## src/hw/rtl/lcsc_pkg.sv

```systemverilog
// ----------------------------------------------------------------------------
// lcsc_pkg
// Shared types and constants for the LED chaser with speed control.
// ----------------------------------------------------------------------------
package lcsc_pkg;

    // Width of the period, tick count and limit registers
    localparam int PERIOD_W = 13;

    // LED drive width
    localparam int PATTERN_W = 8;

    // Reset values
    localparam logic [PERIOD_W-1:0] MIN_PERIOD_RESET  = 13'd32;
    localparam logic [PERIOD_W-1:0] MAX_PERIOD_RESET  = 13'd1024;
    localparam logic [PERIOD_W-1:0] STEP_PERIOD_RESET = 13'd1024;

    // Configuration register indexes
    typedef enum logic [0:0] {
        REG_MIN_PERIOD = 1'b0,
        REG_MAX_PERIOD = 1'b1
    } cfg_index_t;

    // Input beat: one tick with both button levels
    typedef struct packed {
        logic a_pressed;
        logic b_pressed;
    } in_beat_t;

    // Result beat: LED drive and direction after the tick
    typedef struct packed {
        logic [PATTERN_W-1:0] led_pattern;
        logic                 going_up;
    } out_beat_t;

    // Period limits as held by the configuration registers
    typedef struct packed {
        logic [PERIOD_W-1:0] min_period;
        logic [PERIOD_W-1:0] max_period;
    } period_cfg_t;

endpackage

```

## src/hw/rtl/lcsc_cfg.sv

```systemverilog
// ----------------------------------------------------------------------------
// lcsc_cfg
// Configuration registers holding the step period limits.
// ----------------------------------------------------------------------------
module lcsc_cfg (
    input  logic                          aclk,
    input  logic                          aresetn,
    input  logic                          cfg_wr_en,
    input  lcsc_pkg::cfg_index_t          cfg_index,
    input  logic [lcsc_pkg::PERIOD_W-1:0] cfg_wdata,
    output lcsc_pkg::period_cfg_t         period_cfg
);
    import lcsc_pkg::*;

    logic [PERIOD_W-1:0] min_period_reg;
    logic [PERIOD_W-1:0] max_period_reg;

    // Write the addressed limit
    always_ff @(posedge aclk) begin
        if (!aresetn) begin
            min_period_reg <= MIN_PERIOD_RESET;
            max_period_reg <= MAX_PERIOD_RESET;
        end else if (cfg_wr_en) begin
            unique case (cfg_index)
                REG_MIN_PERIOD: begin
                    min_period_reg <= cfg_wdata;
                end
                REG_MAX_PERIOD: begin
                    max_period_reg <= cfg_wdata;
                end
                default: begin
                    min_period_reg <= min_period_reg;
                end
            endcase
        end
    end

    assign period_cfg.min_period = min_period_reg;
    assign period_cfg.max_period = max_period_reg;

endmodule

```

## src/hw/rtl/lcsc_step.sv

```systemverilog
// ----------------------------------------------------------------------------
// lcsc_step
// Chaser state and its one-tick update: edge detect, period halve/double
// with clamp and reversal, tick count and position step.
// ----------------------------------------------------------------------------
module lcsc_step #(
    parameter int LED_COUNT = 8
) (
    input  logic                  aclk,
    input  logic                  aresetn,
    input  logic                  tick_en,
    input  lcsc_pkg::in_beat_t    tick_beat,
    input  lcsc_pkg::period_cfg_t period_cfg,
    output lcsc_pkg::out_beat_t   result_next
);
    import lcsc_pkg::*;

    localparam int POS_W = (LED_COUNT > 1) ? $clog2(LED_COUNT) : 1;
    localparam logic [POS_W-1:0] POS_LAST = POS_W'(LED_COUNT - 1);

    logic [POS_W-1:0]    position_reg;
    logic [POS_W-1:0]    position_next;
    logic                direction_up_reg;
    logic                direction_up_next;
    logic [PERIOD_W-1:0] step_period_reg;
    logic [PERIOD_W-1:0] step_period_next;
    logic [PERIOD_W-1:0] tick_count_reg;
    logic [PERIOD_W-1:0] tick_count_next;
    logic                a_previous_reg;
    logic                b_previous_reg;

    logic                a_rise;
    logic                b_rise;
    logic [PERIOD_W-1:0] halved;
    logic [PERIOD_W:0]   doubled;
    logic [PERIOD_W-1:0] tick_inc;

    assign a_rise  = tick_beat.a_pressed & ~a_previous_reg;
    assign b_rise  = tick_beat.b_pressed & ~b_previous_reg;
    assign halved  = {1'b0, step_period_reg[PERIOD_W-1:1]};
    assign doubled = {step_period_reg, 1'b0};
    assign tick_inc = tick_count_reg + 1'b1;

    // Adjust the period on a button edge; A takes priority over B
    always_comb begin
        step_period_next  = step_period_reg;
        direction_up_next = direction_up_reg;
        if (a_rise) begin
            if (halved < period_cfg.min_period) begin
                step_period_next  = period_cfg.min_period;
                direction_up_next = ~direction_up_reg;
            end else begin
                step_period_next = halved;
            end
        end else if (b_rise) begin
            if (doubled > {1'b0, period_cfg.max_period}) begin
                step_period_next  = period_cfg.max_period;
                direction_up_next = ~direction_up_reg;
            end else begin
                step_period_next = doubled[PERIOD_W-1:0];
            end
        end
    end

    // Advance the tick count and step the position when it reaches the period
    always_comb begin
        tick_count_next = tick_inc;
        position_next   = position_reg;
        if (tick_inc >= step_period_next) begin
            tick_count_next = '0;
            if (direction_up_next) begin
                position_next = (position_reg == POS_LAST) ? '0 : position_reg + 1'b1;
            end else begin
                position_next = (position_reg == '0) ? POS_LAST : position_reg - 1'b1;
            end
        end
    end

    // Drive the LED pattern from the new position; positions past the drive stay dark
    always_comb begin
        if (int'(position_next) < PATTERN_W) begin
            result_next.led_pattern = PATTERN_W'(1) << position_next;
        end else begin
            result_next.led_pattern = '0;
        end
        result_next.going_up = direction_up_next;
    end

    // Commit the state on each tick
    always_ff @(posedge aclk) begin
        if (!aresetn) begin
            position_reg     <= '0;
            direction_up_reg <= 1'b1;
            step_period_reg  <= STEP_PERIOD_RESET;
            tick_count_reg   <= '0;
            a_previous_reg   <= 1'b0;
            b_previous_reg   <= 1'b0;
        end else if (tick_en) begin
            position_reg     <= position_next;
            direction_up_reg <= direction_up_next;
            step_period_reg  <= step_period_next;
            tick_count_reg   <= tick_count_next;
            a_previous_reg   <= tick_beat.a_pressed;
            b_previous_reg   <= tick_beat.b_pressed;
        end
    end

endmodule

```

## src/hw/rtl/led_chaser_speed_control.sv

```systemverilog
// ----------------------------------------------------------------------------
// led_chaser_speed_control
// Top level: input beat register, chaser update, result register.
// ----------------------------------------------------------------------------
// Each input beat is one timer tick carrying the levels of buttons A and B;
// every tick returns exactly one result beat with the LED pattern and the
// direction after that tick. The block takes one beat per clock cycle when
// the result side keeps up: the beat is captured in an input register, the
// chaser state updates in the cycle it leaves that register, and the result
// lands in an output register, where the result beat is held until taken.
// Throughput is set by the state update loop.
// The user must write period limits through the configuration port only
// while no tick is in flight; the block itself does not enforce this.
// ----------------------------------------------------------------------------
module led_chaser_speed_control #(
    parameter int LED_COUNT = 8
) (
    input  logic                          aclk,
    input  logic                          aresetn,

    input  logic                          s_valid,
    output logic                          s_ready,
    input  lcsc_pkg::in_beat_t            s_data,

    output logic                          m_valid,
    input  logic                          m_ready,
    output lcsc_pkg::out_beat_t           m_data,

    input  logic                          cfg_wr_en,
    input  lcsc_pkg::cfg_index_t          cfg_index,
    input  logic [lcsc_pkg::PERIOD_W-1:0] cfg_wdata
);
    import lcsc_pkg::*;

    logic        in_valid_reg;
    in_beat_t    in_beat_reg;
    logic        out_valid_reg;
    out_beat_t   out_beat_reg;
    out_beat_t   result_next;
    period_cfg_t period_cfg;
    logic        advance;

    // Move the held tick into the result register when that register frees up
    assign advance = in_valid_reg & (~out_valid_reg | m_ready);
    assign s_ready = ~in_valid_reg | advance;

    lcsc_cfg u_cfg (
        .aclk       (aclk),
        .aresetn    (aresetn),
        .cfg_wr_en  (cfg_wr_en),
        .cfg_index  (cfg_index),
        .cfg_wdata  (cfg_wdata),
        .period_cfg (period_cfg)
    );

    lcsc_step #(
        .LED_COUNT (LED_COUNT)
    ) u_step (
        .aclk        (aclk),
        .aresetn     (aresetn),
        .tick_en     (advance),
        .tick_beat   (in_beat_reg),
        .period_cfg  (period_cfg),
        .result_next (result_next)
    );

    // Hold the input beat until it advances
    always_ff @(posedge aclk) begin
        if (!aresetn) begin
            in_valid_reg <= 1'b0;
        end else if (s_ready) begin
            in_valid_reg <= s_valid;
        end
    end

    always_ff @(posedge aclk) begin
        if (s_valid && s_ready) begin
            in_beat_reg <= s_data;
        end
    end

    // Hold the result beat until it is taken
    always_ff @(posedge aclk) begin
        if (!aresetn) begin
            out_valid_reg <= 1'b0;
        end else if (advance) begin
            out_valid_reg <= 1'b1;
        end else if (m_ready) begin
            out_valid_reg <= 1'b0;
        end
    end

    always_ff @(posedge aclk) begin
        if (advance) begin
            out_beat_reg <= result_next;
        end
    end

    assign m_valid = out_valid_reg;
    assign m_data  = out_beat_reg;

endmodule

```

## config.mk

```make
export PLATFORM = sky130hd
export DESIGN_NAME = led_chaser_speed_control
export DESIGN_NICKNAME = d
export VERILOG_FILES = /design/src/hw/rtl/lcsc_pkg.sv /design/src/hw/rtl/lcsc_cfg.sv /design/src/hw/rtl/lcsc_step.sv /design/src/hw/rtl/led_chaser_speed_control.sv
export SDC_FILE = /design/constraint.sdc
export NUM_CORES = 1
export LEC_CHECK = 0
export ABC_AREA = 1
export BUFFER_PORTS_ARGS = -buffer_cell sky130_fd_sc_hd__buf_4
export CORE_MARGIN = 2
export CORE_UTILIZATION = 50
export CTS_CLUSTER_SIZE = 8
export DETAILED_ROUTE_END_ITERATION = 12
export GPL_TIMING_DRIVEN = 0
export PLACE_DENSITY = 0.71
export SETUP_SLACK_MARGIN = 0.1
export SLEW_MARGIN = 20
export SYNTH_ARGS = -nofsm -noshare
export SYNTH_HDL_FRONTEND = slang
export SYNTH_SLANG_ARGS = --single-unit
```

## constraint.sdc

```tcl
create_clock -name aclk -period 2.9 [get_ports aclk]
set_input_delay 0.725 -clock aclk [delete_from_list [all_inputs] [get_ports aclk]]
set_output_delay 0.725 -clock aclk [all_outputs]
set_load 0.005 [all_outputs]
```

==> results of run 1 <==
[worst max-delay path: stages, from the launching register on]
cell and delay, ps:
dfxtp_4 390, ha_4 260, nand2_2 80, nor2_2 40
nand2_1 70, nand3_2 130, nand2_2 120, nand2_4 110
buf_6 160, o211ai_1 250, a21boi_2 300, ha_4 240
buf_4 140, nand4_1 80, nor2_1 60, nand3b_1 130
nand3_4 140, buf_4 180, nor2_4 150, buf_6 160
nand2_1 70, a21oi_2 140
[power breakdown]
part	internal [mW]	switching, mW	leakage (nW)
sequential	1.06	0.0559	0.613
combinational	0.504	0.641	2.01
clock	0.479	0.411	0.109
[repair_timing]
action	4_1_cts	5_1_grt
resized for setup	81	98
endpoints found under the setup margin	24	24
pin swaps	50	46
buffers inserted	26	22
cloned	4	1
[metrics by stage]
step | worst slack [ps] | utilization [%] | instances | setup TNS (ps)
floorplan | -139 | - | 609 | -1180
global placement | -685 | 57.1 | 748 | -14390
detailed placement | -767 | 57.1 | 748 | -15500
CTS | -356 | 65.5 | 794 | -6620
global route | -742 | 72.6 | 817 | -15440
finish | -595 | 72.6 | 817 | -12240
[routing by layer]
layer	GRT usage, %	wire (um)	vias up
met5	0	0	-
met4	11.9	573	0
met3	4.75	1050	64
met2	45.3	6800	224
met1	34.5	5740	2228
li1	-	-	2211
[synth_stat cells (3+ instances only)]
| cell | count |
|---|---|
| nand4_1 | 5 |
| nor2_1 | 30 |
| clkinv_1 | 3 |
| nand2_2 | 8 |
| inv_2 | 7 |
| xor2_1 | 9 |
| nand2_4 | 3 |
| nand3_2 | 4 |
| dfxtp_1 | 60 |
| nand3_1 | 23 |
| nand2_1 | 120 |
| ha_1 | 41 |
| nor2_4 | 3 |
| o21ai_0 | 46 |
| a22oi_1 | 3 |
| clkbuf_1 | 16 |
| a21oi_1 | 81 |
| o211ai_2 | 3 |
| nor2_2 | 4 |
| o21ai_1 | 13 |
| o211ai_1 | 12 |
| inv_1 | 80 |
| and2_1 | 3 |
| edfxtp_1 | 11 |
[cell type report]
cell class / count / area [um^2]
repair buffers: 83 / 668
well taps: 108 / 135
clock inverters: 3 / 47.5
multi-input cells: 429 / 3260
plain buffers: 20 / 109
flip-flops and latches: 71 / 1590
clock buffers: 13 / 170
fillers: 626 / 2390
inverters: 90 / 347
[worst paths after layout]
kind                                                               to  depth (start not counted)
worst max-delay path            u_step.tick_count_reg[7]$_SDFFE_PN0P_                         21
worst min-delay path             u_cfg.min_period_reg[2]$_SDFFE_PN0P_                          2
worst min register to register   u_cfg.min_period_reg[2]$_SDFFE_PN0P_                          2
worst max register to register  u_step.tick_count_reg[7]$_SDFFE_PN0P_                         21
[logic make-up after synthesis]
family / synth area share [%]
xor gates and xnor gates: 2.48
and+or+nand+nor: 22.3
AOI/OAI and AO/OA: 20.2
DFF: 34.1
buffers and inverters: 9.43
adders and majority gates: 11.4
==> impl_metrics.ini, run 1 <==
[die]
pin_count = 32
rows = 34
initial_core_util_pct = 51.4
die-area_um2 = 9740
coreArea_um2 = 8720
die_h_um = 98.7
die_w_um = 98.7

[critical_path]
worstPathMaxFanout = 7
startpoint = u_step.step_period_reg[5]$_SDFFE_PN0P_
crit_type = register to register
r2r-start = u_step.step_period_reg[5]$_SDFFE_PN0P_
worstPathArrival_ps = 3790
critPathRequiredTime_ps = 3190
cp-start-kind = register
end_kind = register
reg2reg_slack_ps = -590

[global_route]
overflow = 0
grtUsageTotal_pct = 27.1
antenna_found_initial = 0
grt_pass1_wl_um = 21100
grt_max_degree = 19
grt_pass1_vias = 4478

[final_layout]
nets = 766
fin_area_um2 = 6330
final_common_cell = nand2_1
drive_gt1_share_pct = 41.5
areaGrowthSynthToFinish_pct = 41.1
layout_common_cells = nand2_1 (91), buf_4 (73), a21oi_1 (68)
diodes = 0

[synthesis]
netlist.area_leader.share_pct = 26.8
yosys_warnings = 0
synth_seq_cells = 71
synth_nets = 671
ys_top_cells_by_area = dfxtp_1 (27%), ha_1 (11%), nand2_1 (10%)
ys.flop_type = dfxtp_1
avgSynthCellArea_um2 = 7.37
netlist_area_um2 = 4490
ys_seq_area_share_pct = 34.1
synth-edff-count = 11
synth_cells = 609
async_flop_share_pct = 0
yosysUniqueCellTypes = 41
yosys.area.top_type = dfxtp_1

[run_status]
failed_checks = setup timing
status = complete, but fails checks

[drt]
ant_nets = 0
drt_iter0_drc = 473
wire_per_inst_um = 17.3
viasPerCell = 5.79
first_pass_iters = 8
remaining_drc_errors = 0
vias = 4727
totalWireLength_um = 14200

[timing]
whs_ps = 488
fin_crit_sh_pct = 121
finalMaxSlewViolations = 0
setup_viol = 24
fmaxAchievable_mhz = 286
worst_pin_slew_ps = 990
relSlewSlack_pct = 34.0
setup_slack_ps = -595
fin_crit_ps = 3490
finClkSkew_ps = 9.31
hold_viol_final = 0
rsz0062_at_grt = true

[pwr]
power_density_nw_per_um2 = 498
finalPower_mw = 3.15
p_leak_nw = 2.73
ir_drop_uv = 351

[flow_run]
cap_viol_max_count = 0

[placement]
hpwl_um = 8770
portBuffers = 31
placed_area_um2 = 4980
gp_congestion = 0.958

[clock_network]
insertion_delay_ps = 360
cts_tree = done
clockRootBuffer = clkbuf_8
cts_hold_buf = 0
numCtsBuffers = 9
cts.clk_slew.worst_paths_ps = 80
cts_max_level = 3
cts.sinks = 71
cts_buffer_depth = 2

[worst_hold_path]
hold_path_class = register to register
hold_start = u_cfg.min_period_reg[2]$_SDFFE_PN0P_
Power figures use the tool's default switching activity.
==> run 2, diff against run 1 <==
- ABC_AREA: 1 -> 0
==> run 2 against run 1 <==
The flow still finishes with violations (setup timing). Critical path depth fell by 3. Non-clock buffer count decreased by 1. Synthesized area up 1.8%.
==> impl_metrics.ini, run 2 <==
[synthesis]
yosys.area.top_type = dfxtp_1
ys_seq_area_share_pct = 33.6
yosysUniqueCellTypes = 56
synth-edff-count = 11
netlist.area_leader.share_pct = 26.3
synth_xor_area_share_pct = 2.96
synthTopCellsByCount = nand2_1 (76), dfxtp_1 (60), nor2_1 (43)
synth_mux_area_share_pct = 3.40
synth-compound-area-share_pct = 22.6
yosys_warnings = 0
ys_top_cells_by_area = dfxtp_1 (26%), ha_1 (11%), edfxtp_1 (7.2%)
synth_cells = 552
synth-simple-area-share_pct = 21.2
synthAdderAreaFrac_pct = 11.2
netlist_area_um2 = 4560
synth_seq_cells = 71
async_flop_share_pct = 0
synth_top_family_by_area = compound AO/OA/AOI/OAI gates
synth.most_common_cell = nand2_1
synth_nets = 614
avgSynthCellArea_um2 = 8.27
ys.flop_type = dfxtp_1

[timing]
setup_viol = 24
setup_tns_ps = -24410
fmaxAchievable_mhz = 247
fin_crit_sh_pct = 140
finalMaxSlewViolations = 0
setup_slack_ps = -1160
finClkSkew_ps = 7.37
worst_pin_slew_ps = 930
relSlewSlack_pct = 38.0
fin_crit_ps = 4060
rsz0062_at_grt = true
hold_viol_final = 0

[drt]
remaining_drc_errors = 0
viasPerCell = 6.02
wire_per_inst_um = 18.3
drt_iter0_drc = 389
totalWireLength_um = 13800
ant_nets = 0
first_pass_iters = 5
vias = 4516

[critical_path]
cp.buffers_inverters = 5
critPathRequiredTime_ps = 3020
worstPathMaxFanout = 7
cp_common_cell = buf_6
crit_chain = ha_4 > nand4_1 > buf_4 > nor4_4 > a21oi_4 > buf_6 > buf_6 > mux2i_4 > a21oi_1 > nor2_1 > ha_1 > nand4_1 > o31ai_4 > clkbuf_8 > o211ai_1 > o211ai_4 > buf_6 > nor3b_2
crit_type = register to register
slowest_delay_ps = 450
r2r-start = u_step.step_period_reg[3]$_SDFFE_PN0P_
end_kind = register
startpoint = u_step.step_period_reg[3]$_SDFFE_PN0P_
worstPathArrival_ps = 4170
crit_family = compound AO/OA/AOI/OAI gates
cp-start-kind = register
cp_slowest_cell = o31ai_4

[final_layout]
drive_gt1_share_pct = 30.8
final_core_util_pct = 69.2
diodes = 0
areaGrowthSynthToFinish_pct = 33.5
layout_common_cells = nand2_1 (76), buf_4 (65), nor2_1 (39)
nets = 699
final_common_cell = nand2_1

[die]
die-area_um2 = 9910
pin_count = 32
die_w_um = 99.5
rows = 34
initial_core_util_pct = 51.8
coreArea_um2 = 8810
die_h_um = 99.5

[global_route]
grt_max_degree = 19
grtUsageTotal_pct = 26.8
antenna_found_initial = 0
grt_pass1_vias = 4318
grt_pass1_wl_um = 20900
overflow = 0

[pwr]
ir_drop_uv = 223
power_density_nw_per_um2 = 482
p_leak_nw = 2.42

[placement]
portBuffers = 31
gp_congestion = 0.952
hpwl_um = 8680

[flow_run]
cap_viol_max_count = 0

[clock_network]
cts_hold_buf = 0
cts_tree = done
numCtsBuffers = 9
insertion_delay_ps = 360
cts_max_level = 3
clockRootBuffer = clkbuf_8
cts.clk_slew.worst_paths_ps = 80
cts.sinks = 71
cts_buffer_depth = 2

[worst_hold_path]
hold_start = u_cfg.min_period_reg[9]$_SDFFE_PN0P_
hold_path_class = register to register

[run_status]
failed_checks = setup timing
status = complete, but fails checks
[run 2: cell types whose count changed after synthesis, moves of 10 or more]
cell / previous run / this run
inv_1: 80 / 31
nand2_1: 120 / 76
a21oi_1: 81 / 41
a21boi_0: 1 / 27
nand3_1: 23 / 7
mux2i_1: 0 / 14
nor2_1: 30 / 43
nor2b_1: 0 / 11
a221oi_1: 0 / 10
clkbuf_1: 16 / 26
[run 2: repair_timing]
item	CTS	global route
pin swaps	30	32
resized for setup	62	49
setup buffers	30	8
setup endpoints to repair	24	24
gates cloned	5	0
[run 2: final timing paths]
path | to | slack (ps) | depth (start not counted)
setup / recovery | m_data[1]$_SDFFCE_PP0P_ | -1160 | 18
hold / removal | u_cfg.min_period_reg[9]$_SDFFE_PN0P_ | 470 | 2
setup reg to reg | m_data[1]$_SDFFCE_PP0P_ | -1160 | 18
hold reg to reg | u_cfg.min_period_reg[9]$_SDFFE_PN0P_ | 470 | 2
[run 2: area by class of cell]
class / count / area (um^2)
Fill cell: 658 / 2710
Tap cell: 108 / 135
Inverter: 31 / 116
Clock inverter: 7 / 111
Sequential cell: 71 / 1590
Buffer: 28 / 158
Timing Repair Buffer: 74 / 612
Clock buffer: 9 / 124
Multi-Input combinational cell: 422 / 3250
[run 2: per-stage QoR]
stage                     hold WS (ps)  instances  setup WS, ps  instance area [um^2]  power [mW]
after floorplan                    443        552          -603                  4680        1.52
after global placement             453        691         -1260                  5050        1.66
after detailed placement           460        691         -1310                  5050        1.68
after CTS                          471        742          -943                  5800        2.84
after global routing               498        750         -1290                  6090        3.06
final                              468        750         -1160                  6090        2.94
[run 2: kinds of logic after synthesis]
kind of cell,count (synthesis)
muxes,15
DFF,71
and+or+nand+nor,192
AOI/OAI and AO/OA,161
xor gates and xnor gates,13
buffers and inverters,59
adders and majority gates,41
[run 2: worst register-to-register path, cell delays in order, from the launching register on]
cell	delay (ps)
dfxtp_4	380
ha_4	290
nand4_1	210
buf_4	220
nor4_4	250
a21oi_4	100
buf_6	140
buf_6	110
mux2i_4	170
a21oi_1	170
nor2_1	90
ha_1	340
nand4_1	160
o31ai_4	450
clkbuf_8	240
o211ai_1	130
o211ai_4	160
buf_6	160
nor3b_2	40
[run 2: routing by layer]
metal  GRT usage, %  part of all wire [%]
met1           35.4                    43
met5              0                     0
met4           10.2                   2.9
met3           4.57                   6.6
met2           44.0                    48
[run 2: power by group]
part	switching, mW	internal (mW)
clock	0.406	0.566
combinational	0.457	0.406
sequential	0.0541	1.05
total	0.917	2.02
==> run 3, diff against run 2 <==
- PLACE_DENSITY: 0.71 -> 0.7
- SYNTH_HIERARCHICAL: default -> 1
==> run 3 against run 2 <==
The run still ends with setup timing left. Clock skew up 3.3 ps. First-iteration DRC count shrank 29%. Synthesized cell count down 3.3%. Critical path type unchanged. Largest power group unchanged. Highest routed layer unchanged.
==> impl_metrics.ini, run 3 <==
[final_layout]
nets = 698
areaGrowthSynthToFinish_pct = 34.3
layout_common_cells = buf_4 (74), nand2_1 (61), mux2i_1 (46)
diodes = 0
layout.cells.non_filler = 770
final_common_cell = buf_4
drive_gt1_share_pct = 37.1
nFillCells = 697

[clock_network]
cts_tree = done
cts_max_level = 3
numCtsBuffers = 9
cts.sinks = 71
insertion_delay_ps = 350
clockRootBuffer = clkbuf_8
cts_buffer_depth = 2
cts.clk_slew.worst_paths_ps = 80

[critical_path]
ff2ff_path_depth = 21
cp.buffers_inverters = 7
timing.rr.end = m_data[8]$_DFFE_PP_
crit_family = compound AO/OA/AOI/OAI gates
r2r-start = u_cfg/max_period_reg[10]$_SDFFE_PN1P_
critPathRequiredTime_ps = 3010
cp-start-kind = register
end_kind = register
worstPathArrival_ps = 4580
crit_chain = inv_1 > ha_1 > nand4b_1 > buf_4 > inv_1 > o31ai_4 > a21oi_4 > buf_6 > mux2_4 > mux2i_1 > mux2_4 > ha_2 > o21ai_4 > a21oi_4 > a221o_1 > clkbuf_8 > nor2_4 > buf_12 > a211oi_4 > buf_6 > o21ba_1
cp_slowest_cell = a221o_1
crit_type = register to register
slowest_delay_ps = 370
worstPathMaxFanout = 8
reg2reg_slack_ps = -1570

[global_route]
overflow = 0
grt_pass1_vias = 4276
grt_pass1_wl_um = 20700
antenna_found_initial = 0
grt_max_degree = 13
grtUsageTotal_pct = 24.9

[worst_hold_path]
hold_start = u_cfg/max_period_reg[1]$_SDFFE_PN0P_
whs_path_depth = 2
hold_path_class = register to register
min_to = u_cfg/max_period_reg[1]$_SDFFE_PN0P_

[synthesis]
synth_seq_cells = 71
synth_nets = 596
ys_seq_area_share_pct = 31.6
synth_cells = 534
avgSynthCellArea_um2 = 9.09
synthTopCellsByCount = nand2_1 (62), dfxtp_1 (60), mux2i_1 (50)
async_flop_share_pct = 0
yosysUniqueCellTypes = 58
synth-edff-count = 11
ys.flop_type = dfxtp_1
yosys.area.top_type = dfxtp_1
netlist_area_um2 = 4850
netlist.area_leader.share_pct = 24.8
ys_top_cells_by_area = dfxtp_1 (25%), ha_1 (11%), mux2i_1 (10%)
synth.most_common_cell = nand2_1
yosys_warnings = 6

[die]
pin_count = 32
coreArea_um2 = 9330
die-area_um2 = 10500
die_w_um = 103
rows = 35
die_h_um = 103
initial_core_util_pct = 52.0

[placement]
place_ws_ps = -1820
portBuffers = 31
dpl.cell_count = 694
hpwl_um = 8460
gp_congestion = 0.818

[run_status]
failed_checks = setup timing
status = complete, but fails checks

[timing]
worst_pin_slew_ps = 710
relSlewSlack_pct = 52.7
rsz0062_at_grt = true
fin_crit_sh_pct = 154
finalMaxSlewViolations = 0
setup_viol = 25
setup_slack_ps = -1570
fin_crit_ps = 4470
fmaxAchievable_mhz = 224
finClkSkew_ps = 10.6
hold_viol_final = 0

[flow_run]
cap_viol_max_count = 0

[drt]
first_pass_iters = 7
totalWireLength_um = 14300
viasPerCell = 5.89
vias = 4534
remaining_drc_errors = 0
ant_nets = 0
drt_iter0_drc = 275
wire_per_inst_um = 18.6

[pwr]
p_leak_nw = 2.72
ir_drop_uv = 364
finalPower_mw = 3.06
power_density_nw_per_um2 = 469
-- run 3: cell families after synthesis --
kind of cell	count (synthesis)	synth area share, %
xor+xnor	14	2.91
simple gates	165	17.2
mux	71	15.2
buf+inv	66	6.27
fa+ha+maj	41	10.6
flops	71	31.6
compound gates	106	16.3
-- run 3: worst max path at each step --
| stage | startpoint | to | slack [ps] | depth (start not counted) |
|---|---|---|---|---|
| floorplan | u_cfg/max_period_reg[8]$_SDFFE_PN0P_ | m_data[2]$_DFFE_PP_ | -1060 | 17 |
| global placement | u_cfg/min_period_reg[10]$_SDFFE_PN0P_ | m_data[4]$_DFFE_PP_ | -1740 | 17 |
| detailed placement | u_cfg/min_period_reg[10]$_SDFFE_PN0P_ | m_data[4]$_DFFE_PP_ | -1820 | 17 |
| CTS | u_cfg/max_period_reg[3]$_SDFFE_PN0P_ | m_data[2]$_DFFE_PP_ | -1210 | 17 |
| global route | u_step/step_period_reg[9]$_SDFFE_PN0P_ | m_data[2]$_DFFE_PP_ | -1670 | 19 |
| finish | u_cfg/max_period_reg[10]$_SDFFE_PN1P_ | m_data[8]$_DFFE_PP_ | -1570 | 21 |
-- run 3: layout make-up --
| type | count | area (um^2) | area share, % |
|---|---|---|---|
| Timing Repair Buffer | 90 | 752 | 11.5 |
| Clock inverter | 7 | 87.6 | 1.34 |
| Buffer | 31 | 206 | 3.17 |
| Multi-Input combinational cell | 398 | 3470 | 53.3 |
| Clock buffer | 9 | 124 | 1.90 |
| Inverter | 35 | 131 | 2.02 |
| Sequential cell | 71 | 1580 | 24.3 |
| Tap cell | 129 | 161 | 2.48 |
-- run 3: timing repair --
item | in CTS | in global routing
cloned | 2 | 1
buffers inserted | 30 | 29
endpoints found under the setup margin | 35 | 31
hold buffers | 0 | 0
resized for setup | 62 | 54
pin swaps | 31 | 21
-- run 3: power breakdown --
group / internal, mW / leakage [nW] / switching (mW)
Combinational: 0.518 / 2.01 / 0.562
Clock: 0.477 / 0.100 / 0.400
Sequential: 1.06 / 0.606 / 0.0448
-- run 3: metal layers --
| layer | up-vias | wire length, um | GRT usage, % |
|---|---|---|---|
| li1 | 2130 | - | - |
| met1 | 2197 | 6070 | 33.0 |
| met2 | 168 | 7110 | 41.4 |
| met3 | 39 | 721 | 5.08 |
| met4 | 0 | 412 | 7.08 |
| met5 | - | 0 | 0 |
-- run 3: worst reg2reg max path: cells and delay by family (launching register included) --
| kind | cells | cell delay, ps |
|---|---|---|
| multiplexers | 3 | 730 |
| adder cells (fa/ha/maj) | 2 | 590 |
| buffers and inverters | 7 | 1030 |
| AND/OR/NAND/NOR | 2 | 370 |
| flip-flops | 1 | 350 |
| AO/OA/AOI/OAI | 7 | 1170 |
-- run 3: stage by stage --
step	hold WS [ps]	area, um^2	setup TNS [ps]	util, %
finish	482	6520	-36040	69.8
floorplan	438	4930	-23770	-
global placement	454	5320	-39480	57.1
CTS	483	6050	-26900	64.9
global route	509	6520	-38860	69.8
detailed placement	465	5320	-43470	57.1
